**src/rtl/scm_pkg.sv**
```systemverilog
// Shared types, constants and helpers for the sample covariance matrix block.
`default_nettype none
package scm_pkg;

    localparam int MAX_ROWS_DEF = 1024;
    localparam int MAX_DIMS_DEF = 8;
    localparam int SAMPLE_W     = 16;
    localparam int MEAN_W       = 25;
    localparam int ACC_W        = 64;
    localparam int COV_W        = 50;
    localparam int DIM_IDX_W    = 3;
    localparam int CFG_W        = 4;
    localparam logic [CFG_W-1:0] DIMS_RESET = 4'd8;

    // Commands from the controller to the datapath.
    typedef struct packed {
        logic sum_clear;   // clear the accumulator and the pipeline
        logic sum_issue;   // issue one row read for the sum pass
        logic mean_start;  // start dividing the dimension sum into a mean
        logic prod_issue;  // issue one row read for the product pass
        logic cov_start;   // start dividing the product sum by m
        logic [DIM_IDX_W-1:0] dim_a;
        logic [DIM_IDX_W-1:0] dim_b;
    } t_cmd;

    // Status from the datapath to the controller.
    typedef struct packed {
        logic pipe_empty;  // no read or product beat still in flight
        logic div_busy;    // divider working
        logic div_done;    // divider result valid this cycle
    } t_status;

endpackage
`default_nettype wire

```
**src/rtl/scm_controller.sv**
```systemverilog
// Controller: load, mean pass, covariance pass and output sequencing.
`default_nettype none
module scm_controller #(
    parameter int MAX_ROWS = scm_pkg::MAX_ROWS_DEF,
    parameter int MAX_DIMS = scm_pkg::MAX_DIMS_DEF,
    parameter int ADDR_W   = 10,
    parameter int CNT_W    = 11
) (
    input  wire logic                          i_clk,
    input  wire logic                          i_rst_n,
    input  wire logic                          i_in_valid,
    input  wire logic                          i_final,
    output logic                               o_in_stall,
    input  wire logic [scm_pkg::CFG_W-1:0]     i_dims,
    output logic                               o_wr_en,
    output logic [ADDR_W-1:0]                  o_wr_addr,
    output logic [ADDR_W-1:0]                  o_rd_addr,
    output logic [CNT_W-1:0]                   o_m,
    output scm_pkg::t_cmd                      o_cmd,
    input  wire scm_pkg::t_status              i_status,
    input  wire logic signed [scm_pkg::COV_W-1:0] i_cov,
    output logic                               o_out_valid,
    input  wire logic                          i_out_stall,
    output logic [scm_pkg::DIM_IDX_W-1:0]      o_row,
    output logic [scm_pkg::DIM_IDX_W-1:0]      o_col,
    output logic signed [scm_pkg::COV_W-1:0]   o_cov,
    output logic                               o_last,
    output logic                               o_dropped
);
    import scm_pkg::*;

    typedef enum logic [6:0] {
        S_LOAD  = 7'b0000001,
        S_SUM   = 7'b0000010,
        S_SDRN  = 7'b0000100,
        S_MDIV  = 7'b0001000,
        S_PROD  = 7'b0010000,
        S_CDIV  = 7'b0100000,
        S_OUT   = 7'b1000000
    } t_state;

    t_state r_state, n_state;
    logic [CNT_W-1:0]     r_count;
    logic [ADDR_W-1:0]    r_idx;
    logic                 r_ovf;
    logic [DIM_IDX_W-1:0] r_a, r_b, w_kmax;
    logic [CFG_W-1:0]     w_k;
    logic                 w_acc, w_last_row, r_started;

    // Clamp the dimension count into 1..MAX_DIMS.
    always_comb begin
        w_k = i_dims;
        if (w_k == '0) w_k = CFG_W'(1);
        if (w_k > CFG_W'(MAX_DIMS)) w_k = CFG_W'(MAX_DIMS);
        w_kmax = DIM_IDX_W'(w_k - CFG_W'(1));
    end

    assign o_in_stall = (r_state != S_LOAD);
    assign w_acc      = i_in_valid && (r_state == S_LOAD);
    assign o_wr_en    = w_acc && (r_count < CNT_W'(MAX_ROWS));
    assign o_wr_addr  = r_count[ADDR_W-1:0];
    assign o_rd_addr  = r_idx;
    assign o_m        = r_count;
    assign w_last_row = ({{(CNT_W-ADDR_W){1'b0}}, r_idx} == r_count - CNT_W'(1));

    // Commands follow the state.
    always_comb begin
        o_cmd = '0;
        o_cmd.dim_a = r_a;
        o_cmd.dim_b = r_b;
        unique case (r_state)
            // Keep the accumulator clear so the first sum pass starts from zero.
            S_LOAD: o_cmd.sum_clear = 1'b1;
            S_SUM:  o_cmd.sum_issue = 1'b1;
            S_PROD: begin
                o_cmd.prod_issue = r_started;
                o_cmd.sum_clear  = ~r_started;
            end
            S_SDRN: o_cmd.mean_start = i_status.pipe_empty;
            S_CDIV: o_cmd.cov_start = i_status.pipe_empty && !i_status.div_busy
                                      && !i_status.div_done && r_started;
            default: ;
        endcase
        if (r_state == S_MDIV && i_status.div_done && r_a != w_kmax) o_cmd.sum_clear = 1'b1;
    end

    // Next state.
    always_comb begin
        n_state = r_state;
        unique case (r_state)
            S_LOAD: if (w_acc && i_final) n_state = S_SUM;
            S_SUM:  if (w_last_row) n_state = S_SDRN;
            S_SDRN: if (i_status.pipe_empty) n_state = S_MDIV;
            S_MDIV: if (i_status.div_done) n_state = (r_a == w_kmax) ? S_PROD : S_SUM;
            S_PROD: if (r_started && w_last_row) n_state = S_CDIV;
            S_CDIV: if (i_status.div_done) n_state = S_OUT;
            S_OUT:  if (!i_out_stall) n_state = (r_a == w_kmax && r_b == w_kmax) ? S_LOAD : S_PROD;
            default: n_state = S_LOAD;
        endcase
    end

    always_ff @(posedge i_clk) begin
        if (!i_rst_n) begin
            r_state <= S_LOAD;
            r_count <= '0;
            r_ovf   <= 1'b0;
            r_idx   <= '0;
            r_a <= '0; r_b <= '0;
            r_started <= 1'b0;
        end else begin
            r_state <= n_state;
            unique case (r_state)
                S_LOAD: begin
                    if (o_wr_en) r_count <= r_count + CNT_W'(1);
                    else if (w_acc) r_ovf <= 1'b1;
                    r_idx <= '0; r_a <= '0; r_b <= '0; r_started <= 1'b0;
                end
                S_SUM: r_idx <= w_last_row ? '0 : r_idx + ADDR_W'(1);
                S_SDRN: ;
                S_MDIV: if (i_status.div_done && r_a != w_kmax) r_a <= r_a + DIM_IDX_W'(1);
                        else if (i_status.div_done) r_a <= '0;
                S_PROD: begin
                    if (!r_started) r_started <= 1'b1;
                    else r_idx <= w_last_row ? '0 : r_idx + ADDR_W'(1);
                end
                S_CDIV: begin
                    if (o_cmd.cov_start) r_started <= 1'b0;
                    else if (!i_status.div_busy && !i_status.div_done && !r_started)
                        r_started <= 1'b0;
                    if (i_status.div_done) begin
                        o_cov  <= i_cov;
                        o_row  <= r_a;
                        o_col  <= r_b;
                        o_last <= (r_a == w_kmax) && (r_b == w_kmax);
                        o_dropped <= r_ovf;
                    end
                end
                S_OUT: if (!i_out_stall) begin
                    r_started <= 1'b0;
                    if (r_b == w_kmax) begin
                        r_b <= '0; r_a <= r_a + DIM_IDX_W'(1);
                    end else r_b <= r_b + DIM_IDX_W'(1);
                    if (n_state == S_LOAD) begin
                        r_count <= '0; r_ovf <= 1'b0;
                    end
                end
                default: ;
            endcase
            if (r_state == S_PROD && r_started && w_last_row) r_started <= 1'b1;
        end
    end

    assign o_out_valid = (r_state == S_OUT);
endmodule
`default_nettype wire

```
**config.mk**
```make
export PLATFORM = sky130hd
export DESIGN_NAME = scm_controller
export DESIGN_NICKNAME = d
export VERILOG_FILES = /design/src/rtl/scm_pkg.sv /design/src/rtl/scm_controller.sv
export SDC_FILE = /design/constraint.sdc
export NUM_CORES = 1
export LEC_CHECK = 0
export BUFFER_PORTS_ARGS = -buffer_cell sky130_fd_sc_hd__buf_2
export CORE_MARGIN = 2
export CORE_UTILIZATION = 41
export CTS_CLUSTER_DIAMETER = 30
export DETAILED_ROUTE_END_ITERATION = 12
export PLACE_DENSITY = 0.68
export SYNTH_ARGS = -nofsm -noshare
export SYNTH_HDL_FRONTEND = slang
export SYNTH_SLANG_ARGS = --single-unit
```
**constraint.sdc**
```tcl
create_clock -name i_clk -period 10.3 [get_ports i_clk]
set_input_delay 0 -clock i_clk [delete_from_list [all_inputs] [get_ports i_clk]]
set_output_delay 0 -clock i_clk [all_outputs]
set_load 0.01 [all_outputs]
```
==> metrics.txt, run 1 <==
Slew headroom 0.3454; I/O pin count 165; Port Buffers between 150 and 200; initial antenna violation count 1; clk sinks 94; Fin. Hold Viols 0; Syn Inst Count 392; mux cell area share after synthesis 0.004510; Worst EP arrival 2790 ps; top_reg_cell synth edfxtp_1; RD Place Congestion 0.9094; CP Capture Type flip-flop; syn nets 460; total CTS buffers 9; Post-Syn Area ~4400 um2; number of global-route vias before repair 3486; highest clock rate 0.3886 GHz; die height 108.1 um; grt ovf 0; Reg2Reg Setup Slack approximately 7700 ps; first-pass GRT wire length 17870 um; PwrDens around 120 nW/um2; Core Region 10420 um2; leakage power 2.438 nW; worst clock skew roughly 13 ps; xor/xnor cell area share of the yosys netlist 0.05552; largest net degree at the start of global routing 59; Sum Neg Setup Slack 0 ps; Via-to-Cell Ratio 5.194; worst path required time about 11000 ps; simple-gate share of the synthesized area 0.1917; Vias 3838; DRC viols 0; max-cap violations 0; status finished clean; Initial DRC Count 187; Slew Limit Fails 0; part of the cycle the worst path needs 0.2498; slew at the pin with the worst max-slew slack 976.0 ps; Reg clk slew, reported paths 100 ps; final setup violating endpoints 0; Hold Crit Class in -> reg; Non-Filler Instances 739; clk_lat worst skew 350 ps; kind of critical path reg -> reg; library cells used by synthesis 62; RSZ-0062 raised after global routing false; Avg Cell Area, Syn 11.32 um2; Cells after DPL ~670; CTS root buf clkbuf_8; VDD IR-drop max 0.00005485 V; Clk pwr share 0.338; most frequent cells in the layout buf_2 (164), edfxtp_1 (58), dlygate4sd3_1 (55), dfxtp_1 (36), nand2_1 (26); Post-Route WL 11670 um; Pint 0.0005610 W; Worst Setup Start Kind flip-flop; Period minus WS final ~2600 ps; #FFs+latches synth 94; Cell Rows 37; asr flop ratio synth 0; Fin Hold WS 26.94 ps; total power 0.0007360 W; post-synthesis compound-gate area fraction 0.1299; Post-DRT Antenna Nets 0; drt first pass iters 4; All-Layer GR Usage 0.1957; Max Buffers Root-to-Sink 2; Seq/Total Area, Yosys 0.5547; Sw Share 0.2378; Avg WL per Cell between 15 and 20 um; Die Wd 108.1 um; Total Nets Final about 670; Starting Density 0.4262; share of layout cells above drive strength 1 0.3206; CTS tree yes; die area 11680 um2; crit-path max FO 9; largest family of logic cells by synthesized area simple AND/OR/NAND/NOR gates; Area Overhead vs Synth 36.05%; htree depth 3; Post-Synth Adder-Cell Area 0.01691; power share of the sequential group 0.548; combinational fraction of design power 0.114; synth warn 0; Switch Pwr 0.0001750 W; Post-synth EDFFs 58; commonest non-fill, non-tap cell in the layout buf_2; DPL Wire Length 8155 um
## kinds of logic (layout without fill, tap and decap cells)
family | Yosys count | after routing
XOR/XNOR | 25 | 25
multiplexers | 2 | 2
flip-flops | 94 | 94
other | 0 | 1
buffers and inverters | 39 | 249
adder cells (fa/ha/maj) | 6 | 6
AO/OA/AOI/OAI | 79 | 79
AND/OR/NAND/NOR | 147 | 147
## cell type report
cell class,count,area [um2]
Inverter,13,48.80
Tap cell,136,170.2
Clock buffer,11,141.4
Multi-Input combinational cell,259,1777
Antenna cell,1,2.502
Clock inverter,5,58.81
Sequential cell,94,2462
Fill cell,855,4377
Timing Repair Buffer,220,1379
## state kept, by name, summed over array words and instances (netlist names)
register,flops
r_b,3
o_m,11
r_ovf,1
o_rd_addr,10
o_row,3
o_last,1
o_cov,50
o_col,3
r_a,3
r_started,1
r_state,7
o_dropped,1
## per-stage QoR
step / area [um2] / setup slack, ps / utilization
after floorplan: 4439 / 6310 / -
after global placement: 5286 / 7858 / 0.5075
after detailed placement: 5286 / 7762 / 0.5075
after CTS: 6037 / 7747 / 0.5796
after global routing: 6040 / 7481 / 0.5798
final: 6040 / 7727 / 0.5798
## Yosys cell counts (all sizes together) (8+ instances only)
| cell type | count | area, um2 |
|---|---|---|
| or3 | 11 | 68.82 |
| nand3 | 13 | 65.06 |
| nor2 | 23 | 88.84 |
| nor3 | 11 | 60.06 |
| xnor2 | 16 | 140.1 |
| inv | 12 | 45.04 |
| nand2b | 8 | 50.05 |
| buf | 17 | 125.1 |
| nand4 | 11 | 68.82 |
| o31ai | 8 | 73.82 |
| nand2 | 26 | 97.59 |
| edfxtp | 58 | 1742 |
| dfxtp | 36 | 720.7 |
| a21oi | 20 | 100.1 |
| o21ai | 10 | 50.04 |
| clkbuf | 9 | 33.78 |
## timing repair
item,CTS,global route
hold endpoints to repair,55,0
hold buffers,55,0
gates resized for setup,0,0
setup buffers,0,0
## worst max-delay path, stage by stage, from the launching register on
cell and delay, ps:
dfxtp_1 520, inv_1 110, ha_1 270, nand2b_1 180
o211a_1 150, o31ai_1 190, nand4_1 360, o311ai_0 460
o221ai_1 190
## worst paths after layout
kind / from / to / depth (start not counted)
setup / recovery: o_m[0]$_SDFFE_PN0P_ / o_rd_addr[3]$_SDFFE_PN0P_ / 8
hold / removal: i_status[0] / r_state[5]$_SDFF_PN0_ / 3
setup reg to reg: o_m[0]$_SDFFE_PN0P_ / o_rd_addr[3]$_SDFFE_PN0P_ / 8
hold reg to reg: r_ovf$_SDFFE_PN0P_ / o_dropped$_DFFE_PP_ / 0
## power groups by stage
stage	combinational (W)	clock [W]	sequential (W)
after floorplan	0.0000461	0	0.000411
after global placement	0.0000655	0	0.000412
after detailed placement	0.0000666	0	0.000412
after CTS	0.0000835	0.000255	0.000403
after global routing	0.0000927	0.000272	0.000404
final	0.0000840	0.000249	0.000403
## layer usage
layer | GRT usage | part of all wire
met1 | 0.2532 | 0.43
met2 | 0.3275 | 0.48
met3 | 0.04039 | 0.070
met4 | 0.06593 | 0.013
met5 | 0 | 0
Power figures use the tool's default switching activity.
==> inputs of run 2 (changes only) <==
Clock period 10.3 ns to 2.6 ns, I/O delays scaled along.
==> metrics.txt, run 2 (synthesized netlist as in run 1, its figures left out) <==
status finished clean; DRC viols 0 (unchanged); Post-CTS Setup Repair Bufs 0 (unchanged); DP Area 5411 um2 (+2.4%); first-pass GRT wire length 18860 um (+5.6%); grt ovf 0 (unchanged); final setup violating endpoints 0 (unchanged); part of the cycle the worst path needs 0.8915 (+0.6416); crit-path cells nor4_4, and3_1, and3_1, a31oi_4, or4_1, a21oi_1; Slew headroom 0.6424 (+0.2970); Worst EP arrival 2600 ps (-190 ps); commonest non-fill, non-tap cell in the layout buf_2; All-Layer GR Usage 0.2078 (+0.01210); GR Layer Usage met1 0.2572 (+0.004039); slew at the pin with the worst max-slew slack 531.5 ps (-444.6 ps); Sw Share 0.2432 (+0.005397); Max Buffers Root-to-Sink 2 (unchanged); clk_lat worst skew 350 ps (about the same); Most Frequent Cell on Critical Path and3_1; CP Capture Type flip-flop; Worst Setup SP r_state[6]$_SDFF_PN0_; VDD IR-drop max 0.0002178 V (+300%); Fin. Hold Viols 0 (unchanged); htree depth 3 (unchanged); GR Layer Usage met3 0.03858 (-0.001808); Post-Route WL 12330 um (+5.6%); Reg with most FFs o_cov; die height 108.1 um (unchanged); buffers and inverters on the worst path 0 (-1); RD Place Congestion 0.8999 (-1.0%); total CTS buffers 9 (unchanged); RSZ-0062 raised after global routing false; Slew Limit Fails 0 (unchanged); Initial DRC Count 190 (+1.6%); Worst Setup Start Kind flip-flop; Reg clk slew, reported paths 90 ps (about the same); most frequent cells in the layout buf_2 (164), edfxtp_1 (58), dlygate4sd3_1 (54), dfxtp_1 (36), nand2_1 (26); Period minus WS final 2318 ps (-255.5 ps); Avg WL per Cell 16.39 um (+3.8%); GR Util met2 0.3666 (+0.03908); Core Region 10420 um2 (unchanged); clk sinks 94 (unchanged); Slowest-stage cell, CP or4_1; Vias 3904 (+1.7%); power share of the sequential group 0.545 (-0.003); fin area 6156 um2 (+1.9%); kind of critical path reg -> reg; Crit path max-delay family simple AND/OR/NAND/NOR gates; DPL Wire Length 8606 um (+5.5%); Hold Crit Class in -> reg; drt first pass iters 4 (unchanged); total power 0.002924 W (+300%); Pint 0.002213 W (+290%); worst path required time 2880 ps (-7630 ps); hold_sp i_status[2]; initial antenna violation count 0 (-1); Switch Pwr 0.0007110 W (+310%); crit-path max cell delay 570 ps (+50 ps); Port Buffers 164 (unchanged); max reg flops 50 (unchanged); Post-DRT Antenna Nets 0 (unchanged); Sum Neg Setup Slack 0 ps (unchanged); share of layout cells above drive strength 1 0.3393 (+0.01869); Area Overhead vs Synth 38.67%; Starting Density 0.4262 (unchanged); Total Nets Final 679 (+2.1%); highest clock rate 0.4314 GHz (+11%); combinational fraction of design power 0.122 (+0.008); Clk pwr share 0.334 (-0.004); Fin Hold WS 26.73 ps (-0.2179 ps); Most Crowded Layer GR met2; worst clock skew 14.00 ps (+0.9818 ps); leakage power 2.512 nW (+3.0%); Ant. Diodes 0 (-1); CTS tree yes; die area 11680 um2 (unchanged); max-cap violations 0 (unchanged); I/O pin count 165 (unchanged); Via-to-Cell Ratio 5.191 (about the same); R2R Path Start r_state[6]$_SDFF_PN0_; largest net degree at the start of global routing 59 (unchanged); CTS root buf clkbuf_8; number of global-route vias before repair 3686 (+5.7%); Cell Rows 37 (unchanged); Die Wd 108.1 um (unchanged); crit-path max FO 17 (+8); PwrDens 475.0 nW/um2 (+290%)
[run 2: changes by cell type in the layout (fill, tap and decap cells not counted), sizes merged]
cell         change
inv              +1
clkbuf           -1
diode            -1
buf             +15
dlygate4sd3      -1
[run 2: area by class of cell]
class / instances / area, um2
Clock buffer: 10 / 127.6
Clock inverter: 6 / 71.32
Fill cell: 857 / 4260
Inverter: 13 / 48.80
Multi-Input combinational cell: 259 / 1782
Sequential cell: 94 / 2462
Tap cell: 136 / 170.2
Timing Repair Buffer: 234 / 1494
[run 2: power groups by stage]
stage	clock [W]	sequential [W]	combinational, W
finish	0.000975	0.00159	0.000356
global route	0.00107	0.00159	0.000388
CTS	0.00100	0.00159	0.000352
detailed placement	0	0.00163	0.000286
global placement	0	0.00163	0.000277
floorplan	0	0.00163	0.000183
[run 2: layer usage]
| layer | share of wire | vias to the layer above |
|---|---|---|
| li1 | - | 1903 |
| met1 | 0.43 | 1849 |
| met2 | 0.50 | 142 |
| met3 | 0.064 | 10 |
| met4 | 0.0097 | 0 |
| met5 | 0 | - |
[run 2: tightest hold or removal path, stage by stage]
cell and delay (ps):
buf_2 100, and2_1 140, o21a_1 120
[run 2: worst paths after layout]
check / to / slack (ps) / cells past startpoint
max reg2reg: o_m[7]$_SDFFE_PN0P_ / 280 / 6
min reg2reg: o_dropped$_DFFE_PP_ / 500 / 0
min: r_state[3]$_SDFF_PN0_ / 30 / 3
max: o_m[7]$_SDFFE_PN0P_ / 280 / 6
[run 2: metrics by stage]
stage | util | worst slack (ps) | cells
finish | 0.5910 | 282.2 | 752
global route | 0.5910 | 113.4 | 752
CTS | 0.5905 | 128.0 | 752
detailed placement | 0.5195 | 52.19 | 682
global placement | 0.5195 | 162.0 | 682
floorplan | - | 196.4 | 392
[run 2: timing repair]
item,in CTS,in global routing
hold buffers,54,0
setup endpoints to repair,0,7
endpoints found under the hold margin,54,0
resized for setup,0,1
